## src/design/bsl_pkg.sv

```systemverilog
package bsl_pkg;

  localparam int IMG_W      = 120;
  localparam int IMG_H      = 80;
  localparam int STORE_SIZE = IMG_W * IMG_H;
  localparam int ADDR_W     = 14;
  localparam int POS_W      = 7;
  localparam int COORD_W    = POS_W + 2;
  localparam int MAX_CANDS  = 128;
  localparam int CAND_AW    = 7;
  localparam int CNT_W      = 8;
  localparam int MIN_RUN    = 2;
  localparam int SHAPE_TOL  = 2;
  localparam int HALF_W     = IMG_W / 2;
  localparam int EDGE_FROM  = -60;
  localparam int EDGE_TO    = 60;
  localparam int BOX_W      = 14;

  typedef logic signed [COORD_W-1:0] coord_t;

  typedef enum logic [3:0] {
    ST_IDLE,
    ST_SCAN_RD,
    ST_SCAN_EV,
    ST_WALK_RD,
    ST_WALK_EV,
    ST_CHECK,
    ST_PICK_RD,
    ST_PICK_EV,
    ST_FILTER,
    ST_BOX_INIT,
    ST_BOX_RD,
    ST_BOX_EV,
    ST_DONE
  } state_t;

  typedef enum logic [1:0] {
    DIR_LEFT   = 2'd0,
    DIR_RIGHT  = 2'd1,
    DIR_TOP    = 2'd2,
    DIR_BOTTOM = 2'd3
  } dir_t;

  typedef struct packed {
    logic             valid;
    logic             has_cand;
    logic [POS_W-1:0] x;
    logic [POS_W-1:0] y;
  } pick_t;

  typedef struct packed {
    logic signed [POS_W-1:0] x;
    logic        [POS_W-1:0] y;
  } spot_t;

  function automatic logic [ADDR_W-1:0] frame_addr(input logic [POS_W-1:0] r,
                                                   input logic [POS_W-1:0] c);
    return ADDR_W'(r) * ADDR_W'(IMG_W) + ADDR_W'(c);
  endfunction

endpackage

```

## src/design/bsl_filter.sv

```systemverilog
module bsl_filter (
  input  logic           clk,
  input  logic           rst,
  input  bsl_pkg::pick_t pick,
  output bsl_pkg::spot_t spot
);

  typedef logic signed [7:0] val_t;

  val_t hist_x [2];
  val_t hist_y [2];
  val_t bx, by, fx, fy, fx_fix;

  function automatic val_t median3(input val_t a, input val_t b, input val_t c);
    val_t lo, hi, m;
    lo = (a < b) ? a : b;
    hi = (a < b) ? b : a;
    m  = (hi < c) ? hi : c;
    return (lo > m) ? lo : m;
  endfunction

  always_comb begin
    bx = pick.has_cand ? val_t'({1'b0, pick.x}) - 8'sd60 : -8'sd60;
    by = pick.has_cand ? val_t'({1'b0, pick.y}) : 8'sd0;
    if (bx < -8'(bsl_pkg::HALF_W)) begin
      bx = -8'(bsl_pkg::HALF_W);
    end else if (bx > 8'(bsl_pkg::HALF_W)) begin
      bx = 8'(bsl_pkg::HALF_W);
    end
    if (by > 8'(bsl_pkg::IMG_H)) begin
      by = 8'(bsl_pkg::IMG_H);
    end
    fx = median3(hist_x[0], hist_x[1], bx);
    fy = median3(hist_y[0], hist_y[1], by);
    fx_fix = fx;
    // pull a dead-left reading with no row back to the origin
    if (fx_fix == -8'(bsl_pkg::HALF_W) && fy == 8'sd0) begin
      fx_fix = 8'sd0;
    end
    if (fx_fix == 8'(bsl_pkg::EDGE_FROM)) begin
      fx_fix = 8'(bsl_pkg::EDGE_TO);
    end
  end

  always_ff @(posedge clk) begin
    if (rst) begin
      hist_x[0] <= '0;
      hist_x[1] <= '0;
      hist_y[0] <= '0;
      hist_y[1] <= '0;
    end else if (pick.valid) begin
      hist_x[0] <= hist_x[1];
      hist_x[1] <= bx;
      hist_y[0] <= hist_y[1];
      hist_y[1] <= by;
    end
  end

  always_ff @(posedge clk) begin
    if (pick.valid) begin
      spot.x <= fx_fix[bsl_pkg::POS_W-1:0];
      spot.y <= fy[bsl_pkg::POS_W-1:0];
    end
  end

endmodule

```

## config.mk

```make
export PLATFORM = sky130hd
export DESIGN_NAME = bsl_filter
export DESIGN_NICKNAME = d
export VERILOG_FILES = /design/src/design/bsl_pkg.sv /design/src/design/bsl_filter.sv
export SDC_FILE = /design/constraint.sdc
export NUM_CORES = 1
export LEC_CHECK = 0
export ABC_AREA = 1
export BUFFER_PORTS_ARGS = -buffer_cell sky130_fd_sc_hd__buf_2
export CAP_MARGIN = 20
export CORE_MARGIN = 2
export CORE_UTILIZATION = 39
export CTS_CLUSTER_DIAMETER = 50
export DETAILED_ROUTE_END_ITERATION = 8
export GPL_TIMING_DRIVEN = 0
export PLACE_DENSITY_LB_ADDON = 0.05
export SYNTH_ARGS = -nofsm -noshare
export SYNTH_HDL_FRONTEND = slang
export SYNTH_SLANG_ARGS = --single-unit
```

## constraint.sdc

```tcl
create_clock -name clk -period 6.05 [get_ports clk]
set_input_delay 0.605 -clock clk [delete_from_list [all_inputs] [get_ports clk]]
set_output_delay 0.605 -clock clk [all_outputs]
set_load 0.01 [all_outputs]
```

# Yosys cells after proc, flatten, opt, wreduce, memory -nomap -nowiden
# Memories as Yosys holds them, arrays and structs flattened.
# Cells that the tools add are included.
# op_classes
n_addsub	1
order_cmp	9
eq_ne	2
mux	23
bitwise_logic	4
reduce_logical	2
# ops
op	count
8-bit 2-to-1 mux	16
8-bit less-than comparator	4
8-bit by 7-bit == test with 1-bit output (second input constant)	2
8-bit > comparator	2
7-bit 2-to-1 mux	2
8-bit by 7-bit > comparator with 1-bit output (second input constant)	1
8-bit logical NOT	1
8-bit by 7-bit less-than comparator with 1-bit output (second input constant)	1
7-bit by 6-bit subtractor with 8-bit output (second input constant)	1
7-bit > comparator (second input constant)	1
1-bit 2-to-1 mux	5
1-bit OR	4
1-bit logical AND	1
# totals
reg_bits	14
ramBits	32
out_inout_bits	14
elab_cells	45
n_memories	2
# memory_table
memory	depth	word_bits	read_ports	rd_clocked_by_memory_dff	wr	line_no	text
hist_x	2	8	2	0	2	bsl_filter.sv:10	val_t hist_x [2];
hist_y	2	8	2	0	2	bsl_filter.sv:11	val_t hist_y [2];

# Depth between registers and ports, before layout
# depth
depth_word	13
depth_mapped	40
depth_no_buf	39

# Worst setup path after synthesis
# Ideal clock, no wire load.
# synth_timing
path_kind	register -> register
startpoint	memory hist_x[0][7] in the netlist's numbering
endpoint	register spot[10] in the netlist's numbering, data pin
setup_ns	0.249
arrival_ns	4.867
setup_slack_ns	0.934
path_stages_with_launch	33
period_less_slack_ns	5.116
cell_sequence	edfxtp_1 ha_1 nand2_1 o21a_1 nand2_1 nand2_1 nand2_1 clkbuf_1 nand2_1 o21ai_0 ha_1 a21oi_1 nor2_1 a211oi_1 nand2_2 nand2_2 nand3_1 and2_1 ha_1 inv_1 nor2_1 nor2_1 o21a_1 o221ai_1 nand2_1 a21o_1 or2_2 nand2_1 nand2_2 nor2_4 nand3_2 nand2_1 inv_1
# synth_lines
item	line_no	text
from (decl)	bsl_filter.sv:10	
to (decl)	bsl_filter.sv:5	output bsl_pkg::spot_t spot

==> results_dict.tcl <==
set metrics [dict create \
    die_x_microns 103 \
    fin_total_pwr_mw 1.50 \
    numCtsBuffers 5 \
    routed-wl-met2_microns 3700 \
    whs_ns 0.624 \
    first_pass_iters 4 \
    die_y_microns 103 \
    ant_nets 0 \
    crit_type "reg -> reg" \
    avgViaCountPerCell 4.74 \
    cts_hold_buf 0 \
    drt_wl_total_microns 8760 \
    post-route-period-util 0.895 \
    instances_no_fill 686 \
    drive_gt1_frac 0.170 \
    antenna_found_initial 0 \
    maxCapViolCount 0 \
    grt_pass1_wl_microns 14800 \
    worst_setup_path_end_kind "flip-flop" \
    wl_met3_microns 315 \
    cp_slowest_cell "edfxtp_1" \
    syn_avg_cell_area_sq_um 7.50 \
    crit_buf_inv 4 \
    cp.required_ns 6.11 \
    synth_ff_type "edfxtp_1" \
    antenna_cells 0 \
    finish.utilization 0.446 \
    period_needed_ns 5.42 \
    cts_num_sinks 44 \
    rsz0062_at_grt "false" \
    grt_max_degree 31 \
    critPathLaunchType "flip-flop" \
    power.density_nw_per_um2 347 \
    hold_depth 2 \
    drtIter0Drc 168 \
    crit_top_cell "nand2_1" \
    cts_tree "yes" \
    via_count 3251 \
    core_area_sq_um 9680 \
    yosys_warnings 0 \
    die-area_sq_um 10700 \
    setup_viol 0 \
    rows 36 \
    place_inst 676 \
    max_freq_ghz 0.185 \
    cts_buffer_depth 2 \
    regArea_sq_um 1320 \
    skew_ns 0.00463 \
    min_to "hist_x[0][6]" \
    place.gp.congestion 0.797 \
    cp_max_fo 10 \
    start_util 0.397 \
    irDropWorstVdd_v 0.000127 \
    crit_family "simple AND/OR/NAND/NOR gates" \
    r2r_setup_slack_ns 0.63 \
    yosysSeqAreaShare 0.343 \
    multi_input_area_sq_um 2220 \
    cp_data_arrival_time_ns 5.48 \
    syn_nets 573 \
    r2r-end "spot[11]" \
    grt.total_usage 0.181 \
    cts_root_buffer "clkbuf_8" \
    cellLeakagePower_nw 2.12 \
    setup_tns_ns 0 \
    maxSlewHeadroom 0.506 \
    htreeDepth 2 \
    clkTransAtPathRegs_ns 0.09 \
    dp_hpwl_microns 7280 \
    synthesis.area_sq_um 3850 \
    highest_layer "met4" \
    slowest_delay_ns 0.46 \
    r2r-start "hist_x[0][7]" \
    drc 0 \
    slew_violations 0 \
    grt_pass1_vias 3029 \
    io_pins 32 \
    synthArstFlopShare 0 \
    wl_met1_microns 4660 \
    final_net_count 612 \
    post_drt_wl_per_cell_microns 12.8 \
    syn_inst 513 \
    status "finished clean" \
    overflow 0 \
    synth_edf_count 44 \
    ys_ff_latch 44 \
    hold_class "reg -> reg" \
    io_buffers 30 \
    area_delta_synth_final_pct 12.2 \
    fillers 1017 \
    min_from "hist_x[0][14]" \
    tightest_slew_ns 0.740 \
    r2r_cells 32 \
    hold_violations 0 \
    yosysUniqueCellTypes 36 \
    clock_latency_ns 0.30 \
]
cells in the final DEF (no fill, tap or decap), types with 2 or more instances in the layout:
| master | n |
|---|---|
| nand2_2 | 17 |
| inv_1 | 69 |
| nand2_4 | 5 |
| o21ai_2 | 2 |
| and2_1 | 3 |
| nand2_1 | 126 |
| buf_2 | 32 |
| nand4_1 | 3 |
| edfxtp_1 | 44 |
| clkbuf_8 | 5 |
| buf_4 | 5 |
| nor2_1 | 64 |
| or2_2 | 8 |
| nand3_2 | 6 |
| o21ai_0 | 36 |
| clkbuf_1 | 4 |
| ha_1 | 41 |
| nor2_4 | 2 |
| o21a_1 | 5 |
| clkbuf_4 | 2 |
| nand3_1 | 26 |
| nor3_1 | 3 |
| a21oi_1 | 26 |
routing by layer:
layer  track usage  up-vias
li1              -     1758
met1         0.267     1422
met2         0.283       66
met3        0.0262        5
met4        0.0364        0
met5             0        -
flip-flops by register name, summed over array words and instances, names as in the netlist:
signal,count
hist_x,16
hist_y,14
spot,14
worst max path at each step:
stage	from	to	slack [ns]	depth (start not counted)
after floorplan	hist_x[0][7]	spot[10]	0.93	32
after global routing	hist_y[0][2]	spot[10]	0.008	29
after CTS	hist_x[0][7]	spot[11]	0.11	31
final	hist_x[0][7]	spot[11]	0.63	32
after detailed placement	hist_x[0][7]	spot[11]	0.13	31
after global placement	hist_x[0][7]	spot[12]	0.14	30
metrics by stage:
step | area [sq um] | setup WS [ns]
after global routing | 4320 | 0.00824
after global placement | 4160 | 0.137
after CTS | 4280 | 0.106
final | 4320 | 0.633
after floorplan | 3850 | 0.934
after detailed placement | 4160 | 0.128
what timing repair did:
item | in CTS | in global routing
resized for setup | 0 | 8
hold endpoints to repair | 0 | 0
endpoints found under the setup margin | 0 | 6
setup buffers | 0 | 2
cells by family after synthesis:
kind of cell,after synthesis,synth area share
AOI/OAI and AO/OA,77,0.112
adders and majority gates,42,0.137
buffers and inverters,82,0.0846
DFF,44,0.343
and+or+nand+nor,268,0.323
layout make-up:
| type | count | share of cell area |
|---|---|---|
| Tap cell | 133 | 0.0386 |
| Multi-Input combinational cell | 387 | 0.515 |
| Inverter | 70 | 0.0609 |
| Clock buffer | 5 | 0.0159 |
| Buffer | 12 | 0.0154 |
| Timing Repair Buffer | 32 | 0.0383 |
| Sequential cell | 44 | 0.306 |
| Clock inverter | 3 | 0.00986 |
power breakdown:
group | leakage, nW | switching (mW) | total (mW) | internal, mW
Combinational | 1.59 | 0.523 | 0.830 | 0.307
Sequential | 0.471 | 0.0166 | 0.438 | 0.421
Clock | 0.0558 | 0.107 | 0.229 | 0.123
Yosys cell counts (5+ instances only):
cell        n  share of area
o21a_1      5         0.0098
inv_1      69          0.067
nand2_4     5          0.015
o21ai_0    37          0.048
nand2_1   126           0.12
nand2_2    17          0.028
nand3_2     6          0.016
nor2_1     64          0.062
edfxtp_1   44           0.34
or2_2       8          0.013
nand3_1    26          0.034
ha_1       42           0.14
clkbuf_1    5         0.0049
a21oi_1    26          0.034
worst reg2reg max path: cells and delay by family (launching register included):
kind / cells / cell delay (ns)
simple gates: 18 / 2.01
compound gates: 7 / 1.30
flops: 1 / 0.46
fa+ha+maj: 3 / 0.88
buf+inv: 4 / 0.55
Power figures use the tool's default switching activity.
