File: src/design/bsl_pkg.sv
package bsl_pkg;

  localparam int IMG_W      = 120;
  localparam int IMG_H      = 80;
  localparam int STORE_SIZE = IMG_W * IMG_H;
  localparam int ADDR_W     = 14;
  localparam int POS_W      = 7;
  localparam int COORD_W    = POS_W + 2;
  localparam int MAX_CANDS  = 128;
  localparam int CAND_AW    = 7;
  localparam int CNT_W      = 8;
  localparam int MIN_RUN    = 2;
  localparam int SHAPE_TOL  = 2;
  localparam int HALF_W     = IMG_W / 2;
  localparam int EDGE_FROM  = -60;
  localparam int EDGE_TO    = 60;
  localparam int BOX_W      = 14;

  typedef logic signed [COORD_W-1:0] coord_t;

  typedef enum logic [3:0] {
    ST_IDLE,
    ST_SCAN_RD,
    ST_SCAN_EV,
    ST_WALK_RD,
    ST_WALK_EV,
    ST_CHECK,
    ST_PICK_RD,
    ST_PICK_EV,
    ST_FILTER,
    ST_BOX_INIT,
    ST_BOX_RD,
    ST_BOX_EV,
    ST_DONE
  } state_t;

  typedef enum logic [1:0] {
    DIR_LEFT   = 2'd0,
    DIR_RIGHT  = 2'd1,
    DIR_TOP    = 2'd2,
    DIR_BOTTOM = 2'd3
  } dir_t;

  typedef struct packed {
    logic             valid;
    logic             has_cand;
    logic [POS_W-1:0] x;
    logic [POS_W-1:0] y;
  } pick_t;

  typedef struct packed {
    logic signed [POS_W-1:0] x;
    logic        [POS_W-1:0] y;
  } spot_t;

  function automatic logic [ADDR_W-1:0] frame_addr(input logic [POS_W-1:0] r,
                                                   input logic [POS_W-1:0] c);
    return ADDR_W'(r) * ADDR_W'(IMG_W) + ADDR_W'(c);
  endfunction

endpackage

File: src/design/bsl_scan.sv
module bsl_scan (
  input  logic                       clk,
  input  logic                       rst,
  input  logic                       start,
  input  logic [7:0]                 thr,
  output logic [bsl_pkg::ADDR_W-1:0] rd_addr,
  input  logic [7:0]                 rd_data,
  output bsl_pkg::pick_t             pick,
  input  bsl_pkg::spot_t             spot,
  output logic                       busy,
  output logic                       done,
  output logic [bsl_pkg::BOX_W-1:0]  box_n
);

  localparam int PW = bsl_pkg::POS_W;
  localparam int CW = bsl_pkg::COORD_W;
  localparam int CAND_IDX_W = bsl_pkg::CAND_AW;

  bsl_pkg::state_t state, state_next;

  logic [PW-1:0] row, col, run, wx, wy;
  logic [PW-1:0] ext [4];
  logic [1:0]    dir;
  logic [bsl_pkg::CNT_W-1:0] cand_count;
  logic [2*PW-1:0] cand_mem [bsl_pkg::MAX_CANDS];
  logic [2*PW-1:0] cand_rd;
  bsl_pkg::coord_t br, bc, r0, r1, c1;

  logic lit, last_col, last_px, run_ends;
  bsl_pkg::coord_t walk_r, walk_c, c0_calc, c1_calc, r0_calc, r1_calc;
  logic walk_in, box_in, box_last, found, box_empty, shape_ok;
  logic [PW:0] dlr, dtb;

  always_comb begin
    lit      = rd_data > thr;
    last_col = col == PW'(bsl_pkg::IMG_W - 1);
    last_px  = last_col && row == PW'(bsl_pkg::IMG_H - 1);
    run_ends = !lit && run >= PW'(bsl_pkg::MIN_RUN);

    walk_r = CW'(wy);
    walk_c = CW'(wx);
    unique case (bsl_pkg::dir_t'(dir))
      bsl_pkg::DIR_LEFT:   walk_c = CW'(wx) - CW'(ext[0]);
      bsl_pkg::DIR_RIGHT:  walk_c = CW'(wx) + CW'(ext[1]);
      bsl_pkg::DIR_TOP:    walk_r = CW'(wy) - CW'(ext[2]);
      bsl_pkg::DIR_BOTTOM: walk_r = CW'(wy) + CW'(ext[3]);
      default:             walk_r = CW'(wy);
    endcase
    walk_in = walk_r >= 0 && walk_r < CW'(bsl_pkg::IMG_H)
           && walk_c >= 0 && walk_c < CW'(bsl_pkg::IMG_W);
    box_in  = br >= 0 && br < CW'(bsl_pkg::IMG_H)
           && bc >= 0 && bc < CW'(bsl_pkg::IMG_W);
    box_last = (br + CW'(1) >= r1) && (bc + CW'(1) >= c1);

    dlr = (ext[0] > ext[1]) ? {1'b0, ext[0]} - {1'b0, ext[1]}
                            : {1'b0, ext[1]} - {1'b0, ext[0]};
    dtb = (ext[2] > ext[3]) ? {1'b0, ext[2]} - {1'b0, ext[3]}
                            : {1'b0, ext[3]} - {1'b0, ext[2]};
    shape_ok = dlr <= (PW+1)'(bsl_pkg::SHAPE_TOL) && dtb <= (PW+1)'(bsl_pkg::SHAPE_TOL)
            && ext[0] != '0 && cand_count < bsl_pkg::CNT_W'(bsl_pkg::MAX_CANDS);

    found   = spot.x != '0 || spot.y != '0;
    c0_calc = CW'(spot.x) + CW'(bsl_pkg::HALF_W) - CW'(ext[0]);
    c1_calc = CW'(spot.x) + CW'(bsl_pkg::HALF_W) + CW'(ext[1]);
    r0_calc = CW'({1'b0, spot.y}) - CW'(ext[2]);
    r1_calc = CW'({1'b0, spot.y}) + CW'(ext[3]);
    box_empty = c0_calc >= c1_calc || r0_calc >= r1_calc;
  end

  always_comb begin
    state_next = state;
    unique case (state)
      bsl_pkg::ST_IDLE:    if (start) state_next = bsl_pkg::ST_SCAN_RD;
      bsl_pkg::ST_SCAN_RD: state_next = bsl_pkg::ST_SCAN_EV;
      bsl_pkg::ST_SCAN_EV: begin
        if (run_ends) state_next = bsl_pkg::ST_WALK_RD;
        else if (last_px) state_next = bsl_pkg::ST_PICK_RD;
        else state_next = bsl_pkg::ST_SCAN_RD;
      end
      bsl_pkg::ST_WALK_RD: begin
        if (walk_in) state_next = bsl_pkg::ST_WALK_EV;
        else if (dir == 2'(bsl_pkg::DIR_BOTTOM)) state_next = bsl_pkg::ST_CHECK;
      end
      bsl_pkg::ST_WALK_EV: begin
        if (rd_data != '0 || dir != 2'(bsl_pkg::DIR_BOTTOM)) begin
          state_next = bsl_pkg::ST_WALK_RD;
        end else begin
          state_next = bsl_pkg::ST_CHECK;
        end
      end
      bsl_pkg::ST_CHECK:
        state_next = last_px ? bsl_pkg::ST_PICK_RD : bsl_pkg::ST_SCAN_RD;
      bsl_pkg::ST_PICK_RD: state_next = bsl_pkg::ST_PICK_EV;
      bsl_pkg::ST_PICK_EV: state_next = bsl_pkg::ST_FILTER;
      bsl_pkg::ST_FILTER:  state_next = bsl_pkg::ST_BOX_INIT;
      bsl_pkg::ST_BOX_INIT:
        state_next = (!found || box_empty) ? bsl_pkg::ST_DONE : bsl_pkg::ST_BOX_RD;
      bsl_pkg::ST_BOX_RD: begin
        if (box_in) state_next = bsl_pkg::ST_BOX_EV;
        else if (box_last) state_next = bsl_pkg::ST_DONE;
      end
      bsl_pkg::ST_BOX_EV:
        state_next = box_last ? bsl_pkg::ST_DONE : bsl_pkg::ST_BOX_RD;
      bsl_pkg::ST_DONE: state_next = bsl_pkg::ST_IDLE;
      default: state_next = bsl_pkg::ST_IDLE;
    endcase
  end

  always_comb begin
    rd_addr       = '0;
    pick.valid    = 1'b0;
    pick.has_cand = cand_count != '0;
    pick.x        = cand_rd[2*PW-1:PW];
    pick.y        = cand_rd[PW-1:0];
    busy          = state != bsl_pkg::ST_IDLE;
    done          = 1'b0;
    unique case (state)
      bsl_pkg::ST_SCAN_RD: rd_addr = bsl_pkg::frame_addr(row, col);
      bsl_pkg::ST_WALK_RD: rd_addr = bsl_pkg::frame_addr(walk_r[PW-1:0], walk_c[PW-1:0]);
      bsl_pkg::ST_BOX_RD:  rd_addr = bsl_pkg::frame_addr(br[PW-1:0], bc[PW-1:0]);
      bsl_pkg::ST_PICK_EV: pick.valid = 1'b1;
      bsl_pkg::ST_DONE:    done = 1'b1;
      default:             rd_addr = '0;
    endcase
  end

  always_ff @(posedge clk) begin
    if (rst) begin
      state <= bsl_pkg::ST_IDLE;
    end else begin
      state <= state_next;
    end
  end

  // candidate list
  always_ff @(posedge clk) begin
    if (state == bsl_pkg::ST_CHECK && shape_ok) begin
      cand_mem[cand_count[CAND_IDX_W-1:0]] <= {wx, wy};
    end
    cand_rd <= cand_mem[cand_count[bsl_pkg::CNT_W-1:1]];
  end

  always_ff @(posedge clk) begin
    unique case (state)
      bsl_pkg::ST_IDLE: begin
        row        <= '0;
        col        <= '0;
        run        <= '0;
        cand_count <= '0;
        for (int i = 0; i < 4; i++) ext[i] <= '0;
      end
      bsl_pkg::ST_SCAN_EV: begin
        if (run_ends) begin
          wx  <= col - (run >> 1);
          wy  <= row;
          dir <= '0;
          for (int i = 0; i < 4; i++) ext[i] <= '0;
          run <= '0;
        end else begin
          run <= lit ? run + 1'b1 : '0;
          if (last_col) begin
            col <= '0;
            row <= row + 1'b1;
            run <= '0;
          end else begin
            col <= col + 1'b1;
          end
        end
      end
      bsl_pkg::ST_WALK_RD: begin
        if (!walk_in) dir <= dir + 1'b1;
      end
      bsl_pkg::ST_WALK_EV: begin
        if (rd_data != '0) ext[dir] <= ext[dir] + 1'b1;
        else dir <= dir + 1'b1;
      end
      bsl_pkg::ST_CHECK: begin
        if (shape_ok) cand_count <= cand_count + 1'b1;
        if (last_col) begin
          col <= '0;
          row <= row + 1'b1;
        end else begin
          col <= col + 1'b1;
        end
      end
      bsl_pkg::ST_BOX_INIT: begin
        box_n <= '0;
        br    <= r0_calc;
        bc    <= c0_calc;
        r0    <= r0_calc;
        r1    <= r1_calc;
        c1    <= c1_calc;
      end
      bsl_pkg::ST_BOX_RD: begin
        if (!box_in) begin
          if (br + CW'(1) >= r1) begin
            br <= r0;
            bc <= bc + CW'(1);
          end else begin
            br <= br + CW'(1);
          end
        end
      end
      bsl_pkg::ST_BOX_EV: begin
        if (rd_data != '0) box_n <= box_n + 1'b1;
        if (br + CW'(1) >= r1) begin
          br <= r0;
          bc <= bc + CW'(1);
        end else begin
          br <= br + CW'(1);
        end
      end
      default: begin
        dir <= dir;
      end
    endcase
  end

endmodule

File: config.mk
export PLATFORM = sky130hd
export DESIGN_NAME = bsl_scan
export DESIGN_NICKNAME = d
export VERILOG_FILES = /design/src/design/bsl_pkg.sv /design/src/design/bsl_scan.sv
export SDC_FILE = /design/constraint.sdc
export NUM_CORES = 2
export LEC_CHECK = 0
export ABC_AREA = 1
export BUFFER_PORTS_ARGS = -buffer_cell sky130_fd_sc_hd__buf_2
export CAP_MARGIN = 40
export CELL_PAD_IN_SITES_DETAIL_PLACEMENT = 0
export CELL_PAD_IN_SITES_GLOBAL_PLACEMENT = 1
export CORE_MARGIN = 5
export CORE_UTILIZATION = 32
export DETAILED_ROUTE_END_ITERATION = 7
export GPL_TIMING_DRIVEN = 0
export PLACE_DENSITY_LB_ADDON = 0.1
export REMOVE_ABC_BUFFERS = 1
export SLEW_MARGIN = 20
export SYNTH_ARGS = -nofsm -noshare
export SYNTH_HDL_FRONTEND = slang
export SYNTH_SLANG_ARGS = --single-unit
File: constraint.sdc
create_clock -name clk -period 15 [get_ports clk]
set_input_delay 0.75 -clock clk [delete_from_list [all_inputs] [get_ports clk]]
set_output_delay 0.75 -clock clk [all_outputs]
set_load 0.005 [all_outputs]
Word-level counts from Yosys, hierarchy flattened
Memories as Yosys holds them, arrays and structs flattened. A register that Yosys moved wholly into a read port is not among the register bits.
Index checks and enable logic that the tools add are counted.
{"block": "classes", "n_addsub": 26, "n_div": 0, "reduce_logical": 41, "n_mul": 3, "order_cmp": 19, "bitwise_logic": 4, "n_mux": 60, "n_shift": 0, "n_eq_ne": 28}
{"cell": "2-to-1 mux 7 bit", "n": 12}
{"cell": "subtractor 7 x 7 -> 8 bit", "n": 7}
{"cell": "case mux 9 bit (3 select lines)", "n": 2}
{"cell": "case mux 4 bit (12 select lines)", "n": 1}
{"cell": "adder 14 x 7 -> 14 bit", "n": 3}
{"cell": "case mux 14 bit (3 select lines)", "n": 1}
{"cell": "case mux 7 bit (3 select lines)", "n": 2}
{"cell": ">= comparator 9 x 1 -> 1 bit (second input constant)", "n": 4}
{"cell": "less-than comparator 9 x 8 -> 1 bit (second input constant)", "n": 4}
{"cell": "2-to-1 mux 9 bit", "n": 4}
{"cell": "case mux 9 bit (2 select lines)", "n": 2}
{"cell": "multiplier 7 x 4 -> 11 bit (second input constant)", "n": 3}
{"cell": "adder 7 x 1 -> 7 bit (second input constant)", "n": 4}
{"cell": "case mux 14 bit (2 select lines)", "n": 1}
{"cell": ">= comparator 9 bit", "n": 3}
{"cell": "adder 7 x 7 -> 8 bit", "n": 3}
{"cell": "2-to-1 mux 8 bit", "n": 3}
{"cell": "nonzero test 7 bit", "n": 3}
{"cell": "== test 4 bit (second input constant)", "n": 5}
{"cell": "2-to-1 mux 4 bit", "n": 5}
{"cell": "adder 9 x 2 -> 9 bit (second input constant)", "n": 2}
{"cell": "!= test 2 bit (second input constant)", "n": 9}
{"cell": "== test 4 x 3 -> 1 bit (second input constant)", "n": 4}
{"cell": "<= comparator 8 x 2 -> 1 bit (second input constant)", "n": 2}
{"cell": "39 further kinds", "n": 92}
{"block": "word_totals", "reg_bits": 107, "latchBits": 0, "mem_count": 2, "output_inout_bits": 46, "ram_bits": 1820, "romBits": 0}
{"name": "cand_mem", "depth": 128, "width": 14, "rd": 1, "rd_clocked_by_memory_dff": 1, "write_ports": 1, "line_no": "bsl_scan.sv:25", "rtl": "logic [2*PW-1:0] cand_mem [bsl_pkg::MAX_CANDS];"}
{"name": "ext", "depth": 4, "width": 7, "rd": 5, "rd_clocked_by_memory_dff": 1, "write_ports": 4, "line_no": "bsl_scan.sv:22", "rtl": "logic [PW-1:0] ext [4];"}

Longest topological paths before layout
An unclocked memory read counts as a cell.
{"block": "logic_depth", "ltp_word": 10, "mapped_depth": 27}

Least setup slack after synthesis
Ideal clock, no wire load.
{"block": "synth_path", "path_kind": "reg-to-output", "start": "register wy[1]", "end": "output rd_addr[13] (netlist bit)", "arrival_time_ns": 6.161, "required_ns": 14.250, "path_stages_with_launch": 24, "slack_ns": 8.089, "path_cell_list": "edfxtp_1 inv_1 fa_1 xnor2_1 nand2_1 and3_1 clkbuf_1 fa_1 inv_1 fa_1 inv_1 fa_1 inv_1 ha_1 nand3_1 nand3_1 nand2_1 nor2_1 nand2_1 nor2_1 nand2_1 o21bai_1 nand3_1 nand3_1"}
{"block": "synth_via", "elab_chain_len": 5, "elab_cells_between_ends": 6, "classes_between": "add/sub (3); mul (1); mux (2)"}
{"element": "start, declared", "line_no": "bsl_scan.sv:21", "rtl": "logic [PW-1:0] row, col, run, wx, wy;"}
{"element": "start signal, assigned", "line_no": "bsl_scan.sv:155", "rtl": "wy <= row;"}
{"element": "adder 7 x 7 -> 8 bit / subtractor 7 x 7 -> 8 bit (equally long branches)", "line_no": "bsl_scan.sv:46, bsl_scan.sv:45"}
{"element": "case mux 9 bit (2 select lines) (*)", "line_no": "bsl_scan.sv:42", "rtl": "unique case (bsl_pkg::dir_t'(dir))"}
{"element": "multiplier 7 x 4 -> 11 bit (*)", "line_no": "bsl_pkg.sv:58", "rtl": "return ADDR_W'(r) * ADDR_W'(IMG_W) + ADDR_W'(c);"}
{"element": "adder 14 x 7 -> 14 bit (*)", "line_no": "bsl_pkg.sv:58"}
{"element": "case mux 14 bit (3 select lines) (*)", "line_no": "bsl_scan.sv:117", "rtl": "unique case (state)"}
{"element": "end, declared", "line_no": "bsl_scan.sv:6", "rtl": "output logic [bsl_pkg::ADDR_W-1:0] rd_addr,"}
Mark *: on every way between the ends. The rest lies on a longest branch, timed or not.

Worst setup path in the final report
{"block": "layout_path", "start": "register wy[1]", "end": "output rd_addr[11] (netlist bit)"}
The elaborated chain is that of the path after synthesis.

==> metrics.md <==
| Metric | Value |
|---|---|
| Die H | 518 um |
| WP data arrival | 6.44 ns |
| Crit Path Class | reg -> out |
| CTS tree | yes |
| R2r worst-path depth | 15 |
| Initial Utilization | 32.1% |
| Pwr Total | 0.0191 W |
| Worst path cell trace | buf_8, inv_1, fa_1, xnor2_1, nand2_1, and3_1, fa_1, inv_1, fa_1, inv_1, fa_1, o21ai_0, a21oi_1, o21ai_0, xor2_1, inv_1, nand2_1, nand3_1, o211ai_1, buf_2 |
| Hold Path Cell Cnt | 2 |
| Commonest cells post-synth | edfxtp_1, nand2_1, a22oi_1, inv_1, a21oi_1 |
| Largest net degree at the start of global routing | 89 |
| Gpl congestion | between 0.7 and 0.8 |
| Status | completed |
| Slew @ Worst Pin | ~1.1 ns |
| Relative slew slack | 28.8% |
| Total Nets Final | 6768 |
| Core area | 257000 um2 |
| CTS Hold Bufs | 0 |
| Area Overhead vs Synth | 20.6% |
| Ranking of synthesized cells by area | edfxtp_1, a22oi_1, nand2_1, ha_1, a21oi_1 |
| Setup violators final | 0 |
| Crit path max-delay family | adder cells |
| Post-CTS Resized | 0 |
| Slowest stage cell, crit path | edfxtp_1 |
| Max FO, Critical Path | 17 |
| FP Rows | 186 |
| Fin cells | 10000 |
| GRT overflow | 0 |
| PortBufs | 78 |
| TritonCTS sink count | between 1500 and 2000 |
| RSZ-0062 raised after global routing | no |
| Number of routed nets with antenna violations | 0 |
| Min-delay src | rst |
| Gate Count Post-Synth | 6116 |
| Vias in the first global route | about 52000 |
| DR vias | between 50000 and 60000 |
| Die ar. | 268000 um2 |
| Syn_area_per_cell | 13.5 um2 |
| Post-synth ARST share | 0% |
| Max Root-Sink Buffers | 3 |
| CP max stage delay | around 0.75 ns |
| Critical Path End Type | output port |
| TritonRoute pass-1 iters | 6 |
| Crit path time final | 7.19 ns |
| Hold Crit Endpoint | state[3] |
| Critical Path RT | between 10 and 15 ns |
| Wire per inst | ~28 um |
| R2R Setup Slk | 9.67 ns |
| Post-DP Area | approximately 90000 um2 |
| Unique masters post-synth | 65 |
| MaxCap Viol Count | 0 |
| Hold Fails Final Rpt | 0 |
| Synth Flop Type | edfxtp_1 |
| Post-route design area | 99600 um2 |
| Post-CTS setup buffer count | 0 |
| Leakage power | 35.0 nW |
| Max-slew violations | 0 |
| Vias/cell | 5.24 |
| Yosys warnings | 0 |
| FF-to-FF End | cand_rd[2] |
| FF-to-FF Start | cand_count[1] |
| Die Span X | 518 um |
| Worst-path clk slew | roughly 0.06 ns |
| Hold_ws | 0.157 ns |
| Total Routing Usage GR | 20.4% |
| Yosys reg bits | 1942 |
| TritonCTS Buffers | 213 |
| Worst clock skew | between 0.06 and 0.07 ns |
| Synth area leader | edfxtp_1 |
| Placed cell count | 9613 |
| Pwr/cell area | 192 nW/um2 |
| Num ports | 79 |
| EDFF count, synth | a little under 2000 |
| Post-DP HPWL | 196000 um |
| Critical path launch point type | register |
| Antenna violations before repair | 11 |
| Part of the cycle the worst path needs | 47.9% |
| Filler cell count | 24300 |
| Drt total wl | 281000 um |
| # DRC | 0 |
| Post-synthesis cell area | 82600 um2 |
| Fmax | 139 MHz |
| DR iter-0 viols | 4873 |
| Worst Hold Class | in -> reg |
| Worst Path Buf+Inv | 6 |
| Top-count cell post-synth | edfxtp_1 |
| Share of cells above drive strength 1 | 14.2% |
| Clk_lat worst skew | 0.90 ns |
| Top cell type's share of synthesized area | 69.9% |
| H-tree Lvls | 4 |
| Peak VDD IR | about 130 uV |
| Sequential fraction of the synthesis area | a little over two thirds |
| First-pass GRT wire length | 397000 um |
| CTS Root Cell | clkbuf_16 |
## power by group
group / switching (W) / total, W / internal [W]
logic: 0.00505 / 0.00740 / 0.00234
clock network: 0.00224 / 0.00525 / 0.00300
registers: 0.000211 / 0.00646 / 0.00625
## through the flow
step | utilization [%] | setup WS, ns | setup TNS, ns
finish | 38.8 | 7.81 | 0
global route | 38.8 | 7.44 | 0
CTS | 38.6 | 7.70 | 0
detailed placement | 35.9 | 8.65 | 0
global placement | 33.5 | -37.02 | -
floorplan | - | -8.23 | -3584.77
## cells in the final DEF, fill, tap and decap left out, types with 72 or more instances in the layout
master and n:
a21oi_1 386, nor2_1 295, buf_2 92, a22oi_1 540, nand3_1 158, edfxtp_1 1922
o21ai_0 154, nand2_1 863, ha_1 214, buf_16 72, inv_1 391, buf_8 155
a221oi_1 148, clkbuf_16 216
## layer usage
| metal | global-route usage, % | routed length [um] |
|---|---|---|
| met5 | 0 | 0 |
| met4 | 4.50 | 6080 |
| met3 | 2.84 | 14200 |
| met2 | 32.7 | 131000 |
| met1 | 29.5 | 130000 |
## worst max-delay path by stage
stage / start / end / slack [ns] / depth (start not counted)
final: wy[1] / rd_addr[11] / 7.81 / 20
after global routing: wy[1] / rd_addr[13] / 7.44 / 24
after CTS: ext[3][1] / rd_addr[11] / 7.70 / 19
after detailed placement: wy[1] / rd_addr[11] / 8.65 / 20
after global placement: cand_count[1] / cand_mem[64][7] / -37.02 / 5
after floorplan: cand_count[2] / cand_mem[1][0] / -8.23 / 3
## registers in the layout, summed over array words and instances (netlist names), 9 cells and up, named ones only
name      cells
cand_mem   1792
ext          28
box_n        14
cand_rd      14
bc            9
br            9
c1            9
## final cells by class
| cell class | count | area, um2 | area share [%] |
|---|---|---|---|
| Inverter | 429 | 1650 | 1.66 |
| Tap cell | 3384 | 4230 | 4.25 |
| Clock inverter | 97 | 1180 | 1.18 |
| Multi-Input combinational cell | 3461 | 22300 | 22.4 |
| Clock buffer | 286 | 5850 | 5.87 |
| Sequential cell | 1942 | 58100 | 58.4 |
| Timing Repair Buffer | 427 | 6190 | 6.22 |
| Antenna cell | 3 | 7.51 | 0.00754 |
## cell families (layout without fill, tap and decap cells)
kind of cell / Yosys count / count (layout) / synth area share [%]
other: 0 / 3 / 0
AND/OR/NAND/NOR: 1645 / 1645 / 8.95
flip-flops: 1942 / 1942 / 70.4
AO/OA/AOI/OAI: 1470 / 1470 / 11.9
XOR/XNOR: 85 / 85 / 0.902
adder cells (fa/ha/maj): 261 / 261 / 4.38
buffers and inverters: 713 / 1239 / 3.43
(Power assumes the default switching activity.)
